<file path="config.mk">
export PLATFORM = sky130hd
export DESIGN_NAME = length_prefixed_message_deframer_top
export DESIGN_NICKNAME = d
export VERILOG_FILES = /design/src/rtl/lpmd_pkg.sv /design/src/rtl/length_prefixed_message_deframer_top.sv /design/src/rtl/lpmd_in_stage.sv /design/src/rtl/lpmd_parser.sv /design/src/rtl/lpmd_out_stage.sv
export SDC_FILE = /design/constraint.sdc
export NUM_CORES = 1
export LEC_CHECK = 0
export ABC_AREA = 1
export BUFFER_PORTS_ARGS = -buffer_cell sky130_fd_sc_hd__buf_2
export CAP_MARGIN = 20
export CORE_UTILIZATION = 29
export CTS_BUF_LIST = sky130_fd_sc_hd__clkbuf_4 sky130_fd_sc_hd__clkbuf_8
export DETAILED_ROUTE_END_ITERATION = 10
export GPL_TIMING_DRIVEN = 1
export PLACE_DENSITY = 0.43
export SKIP_CTS_REPAIR_TIMING = 1
export SLEW_MARGIN = 20
export SYNTH_ARGS = -nofsm -noshare
export SYNTH_HDL_FRONTEND = slang
export SYNTH_HIERARCHICAL = 1
export SYNTH_SLANG_ARGS = --single-unit
</file>
<file path="constraint.sdc">
create_clock -name i_clk -period 13.9 [get_ports i_clk]
set_clock_uncertainty 0.2 [all_clocks]
set_input_delay 1.39 -clock i_clk [delete_from_list [all_inputs] [get_ports i_clk]]
set_output_delay 1.39 -clock i_clk [all_outputs]
set_load 0.05 [all_outputs]
</file>
<file path="src/rtl/lpmd_pkg.sv">
// types and constants shared by the message deframer modules
// no dependencies
`timescale 1ns / 1ps

package lpmd_pkg;

    typedef enum logic [2:0] {
        PH_ID    = 3'd0,
        PH_LEN   = 3'd1,
        PH_CHECK = 3'd2,
        PH_MAGIC = 3'd3,
        PH_DATA  = 3'd4
    } t_phase;

    localparam logic [1:0] KIND_DATA  = 2'd0;
    localparam logic [1:0] KIND_EMPTY = 2'd1;
    localparam logic [1:0] KIND_ERROR = 2'd2;

    localparam logic [1:0] LAST_HDR_BYTE = 2'd3;

    typedef struct packed {
        logic [1:0]  kind;
        logic [7:0]  payload_byte;
        logic        last;
        logic [31:0] message_id;
        logic [31:0] message_length;
        logic [31:0] check_value;
    } t_result;

endpackage

</file>
<file path="src/rtl/length_prefixed_message_deframer_top.sv">
// path: an accepted byte is held in the input register, and its result is then registered in the result register
// throughput: one byte per cycle while the output is not stalled, set by the parser updating on every accepted byte
// header bytes produce no result until the header is finished; a payload byte or a finished header yields at most one
// reset (synchronous, active low) returns to the id phase and clears held words and magic
// top level of the message deframer; depends on lpmd_pkg and the three stage modules
`timescale 1ns / 1ps

module length_prefixed_message_deframer_top
    import lpmd_pkg::*;
(
    input  logic        i_clk,
    input  logic        i_rst_n,
    input  logic        i_valid,
    output logic        o_ready,
    input  logic [7:0]  i_data_byte,
    input  logic        i_cfg_we,
    input  logic [31:0] i_cfg_wdata,
    output logic        o_valid,
    input  logic        i_ready,
    output logic [1:0]  o_kind,
    output logic [7:0]  o_payload_byte,
    output logic        o_last,
    output logic [31:0] o_message_id,
    output logic [31:0] o_message_length,
    output logic [31:0] o_check_value
);

    logic       beat_valid;
    logic [7:0] beat_byte;
    logic       can_load;
    logic       adv;
    logic       res_valid;
    t_result    res;
    t_result    out_res;

    assign adv = beat_valid && can_load;

    lpmd_in_stage u_in (
        .i_clk       (i_clk),
        .i_rst_n     (i_rst_n),
        .i_valid     (i_valid),
        .o_ready     (o_ready),
        .i_data_byte (i_data_byte),
        .o_valid     (beat_valid),
        .o_data_byte (beat_byte),
        .i_take      (adv)
    );

    lpmd_parser u_parser (
        .i_clk       (i_clk),
        .i_rst_n     (i_rst_n),
        .i_cfg_we    (i_cfg_we),
        .i_cfg_wdata (i_cfg_wdata),
        .i_adv       (adv),
        .i_data_byte (beat_byte),
        .o_res_valid (res_valid),
        .o_res       (res)
    );

    lpmd_out_stage u_out (
        .i_clk      (i_clk),
        .i_rst_n    (i_rst_n),
        .i_load     (res_valid),
        .i_res      (res),
        .o_can_load (can_load),
        .o_valid    (o_valid),
        .i_ready    (i_ready),
        .o_res      (out_res)
    );

    assign o_kind           = out_res.kind;
    assign o_payload_byte   = out_res.payload_byte;
    assign o_last           = out_res.last;
    assign o_message_id     = out_res.message_id;
    assign o_message_length = out_res.message_length;
    assign o_check_value    = out_res.check_value;

endmodule

</file>
<file path="src/rtl/lpmd_in_stage.sv">
// input register for incoming stream beats
// depends on nothing but the clock and reset
`timescale 1ns / 1ps

module lpmd_in_stage (
    input  logic       i_clk,
    input  logic       i_rst_n,
    input  logic       i_valid,
    output logic       o_ready,
    input  logic [7:0] i_data_byte,
    output logic       o_valid,
    output logic [7:0] o_data_byte,
    input  logic       i_take
);

    logic       r_valid;
    logic [7:0] r_byte;

    assign o_ready     = !r_valid || i_take;
    assign o_valid     = r_valid;
    assign o_data_byte = r_byte;

    always_ff @(posedge i_clk) begin
        if (!i_rst_n) begin
            r_valid <= 1'b0;
        end else if (o_ready) begin
            r_valid <= i_valid;
        end
    end

    always_ff @(posedge i_clk) begin
        if (o_ready && i_valid) begin
            r_byte <= i_data_byte;
        end
    end

endmodule

</file>
<file path="src/rtl/lpmd_parser.sv">
// header assembly, magic check and payload count for one beat
// depends on lpmd_pkg
`timescale 1ns / 1ps

module lpmd_parser
    import lpmd_pkg::*;
(
    input  logic        i_clk,
    input  logic        i_rst_n,
    input  logic        i_cfg_we,
    input  logic [31:0] i_cfg_wdata,
    input  logic        i_adv,
    input  logic [7:0]  i_data_byte,
    output logic        o_res_valid,
    output t_result     o_res
);

    t_phase      r_phase, n_phase;
    logic [1:0]  r_idx, n_idx;
    logic [23:0] r_asm, n_asm;
    logic [31:0] r_id, n_id;
    logic [31:0] r_len, n_len;
    logic [31:0] r_check, n_check;
    logic [31:0] r_rem, n_rem;
    logic [31:0] r_magic;
    logic [31:0] rem_dec;
    logic [31:0] word;

    assign rem_dec = r_rem - 32'd1;
    assign word    = {i_data_byte, r_asm};

    always_comb begin
        n_phase     = r_phase;
        n_idx       = r_idx;
        n_asm       = r_asm;
        n_id        = r_id;
        n_len       = r_len;
        n_check     = r_check;
        n_rem       = r_rem;
        o_res_valid = 1'b0;
        o_res.kind           = KIND_DATA;
        o_res.payload_byte   = 8'd0;
        o_res.last           = 1'b1;
        o_res.message_id     = r_id;
        o_res.message_length = r_len;
        o_res.check_value    = r_check;
        if (i_adv) begin
            unique case (r_phase)
                PH_DATA: begin
                    n_rem              = rem_dec;
                    o_res_valid        = 1'b1;
                    o_res.payload_byte = i_data_byte;
                    o_res.last         = (rem_dec == 32'd0);
                    if (rem_dec == 32'd0) begin
                        n_phase = PH_ID;
                    end
                end
                default: begin
                    // unused codes fall back to the id phase
                    if (!(r_phase == PH_LEN || r_phase == PH_CHECK
                          || r_phase == PH_MAGIC)) begin
                        n_phase = PH_ID;
                    end
                    if (r_idx != LAST_HDR_BYTE) begin
                        n_idx = r_idx + 2'd1;
                        case (r_idx)
                            2'd0:    n_asm[7:0]   = i_data_byte;
                            2'd1:    n_asm[15:8]  = i_data_byte;
                            default: n_asm[23:16] = i_data_byte;
                        endcase
                    end else begin
                        n_idx = 2'd0;
                        n_asm = 24'd0;
                        case (r_phase)
                            PH_LEN: begin
                                n_len   = word;
                                n_phase = PH_CHECK;
                            end
                            PH_CHECK: begin
                                n_check = word;
                                n_phase = PH_MAGIC;
                            end
                            PH_MAGIC: begin
                                if (word != r_magic) begin
                                    o_res_valid = 1'b1;
                                    o_res.kind  = KIND_ERROR;
                                    n_phase     = PH_ID;
                                end else if (r_len == 32'd0) begin
                                    o_res_valid = 1'b1;
                                    o_res.kind  = KIND_EMPTY;
                                    n_phase     = PH_ID;
                                end else begin
                                    n_rem   = r_len;
                                    n_phase = PH_DATA;
                                end
                            end
                            default: begin
                                n_id    = word;
                                n_phase = PH_LEN;
                            end
                        endcase
                    end
                end
            endcase
        end
    end

    always_ff @(posedge i_clk) begin
        if (!i_rst_n) begin
            r_phase <= PH_ID;
            r_idx   <= 2'd0;
            r_asm   <= 24'd0;
            r_id    <= 32'd0;
            r_len   <= 32'd0;
            r_check <= 32'd0;
            r_rem   <= 32'd0;
            r_magic <= 32'd0;
        end else begin
            r_phase <= n_phase;
            r_idx   <= n_idx;
            r_asm   <= n_asm;
            r_id    <= n_id;
            r_len   <= n_len;
            r_check <= n_check;
            r_rem   <= n_rem;
            if (i_cfg_we) begin
                r_magic <= i_cfg_wdata;
            end
        end
    end

endmodule

</file>
<file path="src/rtl/lpmd_out_stage.sv">
// result register toward the downstream channel
// depends on lpmd_pkg
`timescale 1ns / 1ps

module lpmd_out_stage
    import lpmd_pkg::*;
(
    input  logic    i_clk,
    input  logic    i_rst_n,
    input  logic    i_load,
    input  t_result i_res,
    output logic    o_can_load,
    output logic    o_valid,
    input  logic    i_ready,
    output t_result o_res
);

    logic    r_valid;
    t_result r_res;

    assign o_can_load = !r_valid || i_ready;
    assign o_valid    = r_valid;
    assign o_res      = r_res;

    always_ff @(posedge i_clk) begin
        if (!i_rst_n) begin
            r_valid <= 1'b0;
        end else if (o_can_load) begin
            r_valid <= i_load;
        end
    end

    always_ff @(posedge i_clk) begin
        if (o_can_load && i_load) begin
            r_res <= i_res;
        end
    end

endmodule

</file>
==> results of run 1 <==
[final cells by class]
class	instances	area, sq um	share of cell area [%]
Clock inverter	17	135	0.914
Tap cell	539	674	4.56
Timing Repair Buffer	163	888	6.01
Clock buffer	82	1000	6.79
Multi-Input combinational cell	928	4420	29.9
Inverter	101	379	2.57
Sequential cell	306	7280	49.2
Antenna cell	1	2.50	0.0169
[worst max-delay path, stage by stage]
cell	delay [ns]
buf_2	0.09
inv_2	0.05
nand2_2	0.07
nand2_1	0.05
inv_1	0.18
nand2_1	0.33
o21ai_0	0.19
inv_1	0.11
a21oi_4	0.61
buf_4	0.54
buf_4	0.67
[registers in the layout, summed over array words and instances, names as in the netlist]
signal and count:
u_parser/r_asm 24, u_out/o_valid 1, u_in/o_valid 1, u_parser/r_id 32, u_out/o_res 107, u_parser/r_len 32, u_in/o_data_byte 8, u_parser/r_phase 3
u_parser/r_magic 32, u_parser/r_idx 2, u_parser/r_rem 32, u_parser/r_check 32
[cells by family after synthesis]
group	share of synthesized area [%]
simple gates	20.7
flops	59.1
compound gates	12.6
buf+inv	5.19
xor+xnor	1.85
fa+ha+maj	0.508
mux	0.0812
[routing by layer]
layer  wire (um)  share of wire [%]
met5           0                  0
met1       18600                 49
met3        1760                4.7
met2       16500                 44
met4         750                2.0
[path summary, 6_finish.rpt]
check                                      start                        end  slack (ns)  depth (start not counted)
setup / recovery                         i_ready  u_out/o_res[96]$_DFFE_PP_        9.60                         11
hold / removal    u_parser/r_id[30]$_SDFFE_PN0P_  u_out/o_res[94]$_DFFE_PP_        0.23                          0
setup reg to reg  u_parser/r_idx[0]$_SDFFE_PN0P_  u_out/o_res[96]$_DFFE_PP_        9.67                          9
hold reg to reg   u_parser/r_id[30]$_SDFFE_PN0P_  u_out/o_res[94]$_DFFE_PP_        0.23                          0
[report_power, final]
| group | internal [W] | switching (W) | total (W) |
|---|---|---|---|
| combinational | 0.0000855 | 0.000205 | 0.000291 |
| sequential | 0.000954 | 0.0000229 | 0.000977 |
| clock | 0.000497 | 0.000377 | 0.000874 |
[metrics by stage]
stage                     instances  util (%)
final                          2137      35.2
after floorplan                1398         -
after detailed placement       2037      32.5
after global placement         2034      32.4
after global routing           2137      35.2
after CTS                      2136      35.2
[placed cells by master (no fill, tap or decap), types with 20 or more instances in the layout]
master and n:
o21ai_0 151, edfxtp_1 115, xnor2_1 23, buf_2 152, a21oi_1 127, inv_1 86
nor2_1 220, nand3_1 63, dfxtp_1 191, clkbuf_4 20, nand2_1 239, clkbuf_8 62
==> flow_summary_export.csv, run 1 <==
group,metric,value,unit
clock_tree,cts_tree,"yes",
timing,maxSlewViolCount,0,
run,maxCapViolations,0,
floorplan,fp.dieArea,43300,sq um
final_layout,area_delta_synth_final,20.0,%
power,vdd_ir_drop_max,70.3,uV
power,leakage,6.19,nW
routing,first_pass_iters,5,
grt,met2_usage,26.7,%
clock_tree,clock_latency,0.62,ns
placed_design,port_buffers,153,
clock_tree,htreeDepth,2,
routing,via_per_inst,4.65,
clock_tree,cts_buffers,53,
floorplan,die-width,208,um
timing,post-route-period-util,31.0,%
synthesis,synthTopCellsByCount,"nand2_1 (239), nor2_1 (220), dfxtp_1 (191), o21ai_0 (151), a21oi_1 (128)",
synthesis,seq_area_frac_synth,59.1,%
timing,setup_slack,9.60,ns
floorplan,rows,75,
timing,worstMarginPinSlew,0.910,ns
synthesis,syn_area_per_cell,8.81,sq um
floorplan,start_util,29.4,%
synthesis,syn_nets,1448,
critical_path,path_class,"primary input to flip-flop",
grt,grt_pass1_vias,9602,
timing,final_hold_viol_count,0,
grt,grt_use_total,17.5,%
hold_path,worstHoldPathType,"flip-flop to flip-flop",
clock_tree,cts.sink_count,306,
synthesis,ys_warn_count,6,
final_layout,drive_gt1_share,20.2,%
critical_path,end_kind,"flip-flop",
floorplan,design.core.area,41900,sq um
synthesis,synth_seq_cells,306,
clock_tree,clk_pin_slew,0.06,ns
synthesis,synth.most_common_cell,"nand2_1",
timing,maxSlewHeadroom,39.2,%
timing,tns,0,ns
synthesis,synth_enable_flop_cells,115,
grt,grt_use_met1,25.0,%
synthesis,synthesis.area,12300,sq um
synthesis,synth-main-ff-cell,"dfxtp_1",
final_layout,fill_cells,4412,
placed_design,gp_congestion,0.821,
floorplan,die_h,208,um
grt,antenna_found_initial,1,
grt,grt_max_degree,98,
timing,min_period,4.30,ns
synthesis,ys_types,38,
timing,finalSetupViolations,0,
floorplan,io_pins,154,
grt,grt_pass1_wl,58000,um
synthesis,synth_top_area_share,31.0,%
placed_design,pre_cts_slack,8.92,ns
final_layout,fin_nets,1603,
synthesis,syn_inst,1398,
critical_path,cp-start-kind,"primary input",
timing,hold_slack,0.226,ns
routing,vias,9931,
outcome,status,"finished, final reports clean",
clock_tree,root_buffer,"clkbuf_8",
routing,ant_nets,0,
timing,fmax,232,MHz
grt,grt.overflow.total,0,
placed_design,dpl_cell_area,13600,sq um
critical_path,crit_arrival,4.34,ns
grt,grt-busiest-layer,"met2",
critical_path,worstPathRequired,13.94,ns
final_layout,stdcell_area,14800,sq um
grt,global_route.usage.met3,3.32,%
routing,drt_iter0_markers,688,
synthesis,async_flop_share,0,%
clock_tree,cts_buffer_depth,3,
synthesis,synth_top_area_cell,"dfxtp_1",
power,power_density,145,nW/um^2
routing,wl_per_cell,17.6,um
routing,drc,0,
critical_path,crit_fanout,52,
power,total_power,0.00214,W
synthesis,synthTopCellsByArea,"dfxtp_1 (31%), edfxtp_1 (28%), nand2_1 (7.3%), nor2_1 (6.7%), o21ai_0 (6.1%)",
timing,rsz0062_at_grt,"false",
routing,routed_wl,37700,um
placed_design,dpl.hpwl,25800,um
(Power assumes the default switching activity.)
==> inputs of run 2 (changes only) <==
Settings changed: ABC_AREA 1 to 0.
Clock period 13.9 ns to 4.2 ns, I/O delays scaled along.
==> flow_summary_export.csv, run 2 <==
group,metric,value,unit
final_layout,fin_nets,1438,
floorplan,io_pins,154,
placed_design,pre_cts_slack,0.666,ns
timing,post-route-period-util,79.6,%
placed_design,gp_congestion,0.839,
final_layout,fill_cells,4191,
timing,maxSlewViolCount,0,
final_layout,final_common_cell,"nand2_1",
grt,grt_pass1_vias,9166,
floorplan,fp.dieArea,42400,sq um
floorplan,rows,74,
synthesis,synthTopCellsByArea,"dfxtp_1 (32%), edfxtp_1 (29%), nand2_1 (7.7%), a21oi_1 (6.1%), mux2i_1 (2.7%)",
critical_path,worst_path_max_delay_cell,"edfxtp_1",
timing,hold_slack,0.226,ns
floorplan,die-width,206,um
routing,wl_per_cell,19.9,um
synthesis,synthesis.area,12100,sq um
timing,setup_slack,0.857,ns
final_layout,largest_reg_flops,107,
routing,drt_iter0_markers,700,
synthesis,syn_inst,1199,
synthesis,synth_seq_cells,306,
synthesis,ys_warn_count,6,
final_layout,seqCellArea,7280,sq um
clock_tree,htreeDepth,2,
timing,tns,0,ns
clock_tree,clk_pin_slew,0.07,ns
power,vdd_ir_drop_max,184,uV
placed_design,port_buffers,153,
critical_path,worstPathRequired,4.32,ns
routing,via_per_inst,4.89,
timing,worstMarginPinSlew,1.04,ns
final_layout,final_core_utilization,36.8,%
synthesis,synthTopCellsByCount,"nand2_1 (246), dfxtp_1 (191), a21oi_1 (146), edfxtp_1 (115), nor2_1 (84)",
critical_path,crit_start,"u_in/o_data_byte[4]$_DFFE_PP_",
synthesis,synth_top_area_cell,"dfxtp_1",
placed_design,dpl_cell_area,13400,sq um
timing,min_period,3.34,ns
clock_tree,cts_buffers,52,
routing,routed_wl,39000,um
grt,grt_max_degree,85,
clock_tree,cts.sink_count,306,
synthesis,synth_top_area_share,31.7,%
grt,grt.overflow.total,0,
placed_design,dpl.hpwl,26300,um
synthesis,syn_nets,1249,
final_layout,diodes,0,
power,power_density,454,nW/um^2
final_layout,drive_gt1_share,21.0,%
final_layout,stdcell_area,15100,sq um
synthesis,synth_enable_flop_cells,115,
power,leakage,5.89,nW
routing,drc,0,
timing,maxSlewHeadroom,30.4,%
critical_path,end_kind,"flip-flop",
timing,final_hold_viol_count,0,
timing,fmax,299,MHz
run,maxCapViolations,0,
critical_path,path_cells,"xor2_1 > nor4_1 > nand4_1 > nor2_1 > nor3_1 > a211o_1 > and2_4 > buf_16 > buf_4",
final_layout,final_cell_mix,"nand2_1 (245), dfxtp_1 (191), buf_2 (153)",
floorplan,design.core.area,40900,sq um
clock_tree,cts_buffer_depth,3,
routing,first_pass_iters,5,
critical_path,crit_fanout,49,
hold_path,worstHoldStart,"u_parser/r_check[9]$_SDFFE_PN0P_",
synthesis,synth.most_common_cell,"nand2_1",
critical_path,path_class,"flip-flop to flip-flop",
routing,vias,9599,
synthesis,syn_area_per_cell,10.1,sq um
synthesis,async_flop_share,0,%
critical_path,crit_arrival,3.47,ns
clock_tree,cts_tree,"yes",
grt,antenna_found_initial,0,
synthesis,seq_area_frac_synth,60.3,%
clock_tree,root_buffer,"clkbuf_8",
routing,ant_nets,0,
clock_tree,clock_latency,0.63,ns
critical_path,reg2reg_slack,0.86,ns
timing,finalSetupViolations,0,
final_layout,area_delta_synth_final,24.7,%
grt,grt_pass1_wl,58100,um
outcome,status,"finished, final reports clean",
critical_path,cp-start-kind,"flip-flop",
final_layout,multi_input_area,4430,sq um
synthesis,ys_types,68,
floorplan,die_h,206,um
timing,rsz0062_at_grt,"false",
grt,grt_use_total,18.3,%
critical_path,max_stage_delay,0.58,ns
floorplan,start_util,29.5,%
synthesis,synth-main-ff-cell,"dfxtp_1",
hold_path,worstHoldPathType,"flip-flop to flip-flop",
critical_path,rr_startpoint,"u_in/o_data_byte[4]$_DFFE_PP_",
## run 2: changes by cell type in the layout (fill, tap and decap cells not counted), moves of 17 or more
cell           change
a21oi_1           +19
a22oi_1           +18
buf_4             +18
dlygate4sd3_1     +42
inv_1             -77
mux2i_1           +31
nand3_1           -48
nor2_1           -137
nor3_1            +18
nor4_1            +17
o21ai_0          -131
xnor2_1           -20
xor2_1            +32
## run 2: kinds of logic after synthesis
group,synth area share (%)
simple gates,18.0
fa+ha+maj,0.518
compound gates,12.6
buf+inv,3.23
xor+xnor,2.76
flops,60.3
mux,2.65
## run 2: worst paths after layout
kind / cells after the start / endpoint
min reg2reg: 0 / u_out/o_res[9]$_DFFE_PP_
min: 0 / u_out/o_res[9]$_DFFE_PP_
max reg2reg: 9 / u_out/o_res[35]$_DFFE_PP_
max: 9 / u_out/o_res[35]$_DFFE_PP_
## run 2: area by class of cell
class,count,share of cell area (%)
flip-flops and latches,306,48.3
multi-input cells,796,29.4
repair buffers,222,9.36
clock buffers,60,5.28
well taps,532,4.42
clock inverters,38,2.92
inverters,10,0.266
## run 2: critical path, delay by kind of cell, from the launching register on
family | cells | cell delay (ns)
AND/OR/NAND/NOR | 5 | 1.19
flip-flops | 1 | 0.58
buffers and inverters | 2 | 0.50
AO/OA/AOI/OAI | 1 | 0.29
XOR/XNOR | 1 | 0.24
## run 2: power by group
group	internal [W]	leakage, nW	switching, W
combinational	0.000176	2.56	0.000325
sequential	0.00312	2.70	0.0000589
clock	0.00184	0.636	0.00131
total	0.00514	5.89	0.00169
## run 2: through the flow
| step | std cells | power [W] |
|---|---|---|
| finish | 1964 | 0.00683 |
| global route | 1964 | 0.00710 |
| CTS | 1921 | 0.00688 |
| detailed placement | 1823 | 0.00371 |
| global placement | 1823 | 0.00371 |
| floorplan | 1199 | 0.00355 |
## run 2: routing by layer
metal	routed length (um)	track usage, %	vias up
met5	0	0	-
met4	882	5.62	0
met3	1850	2.62	56
met2	17400	27.9	275
met1	18800	26.6	4635
li1	-	-	4633
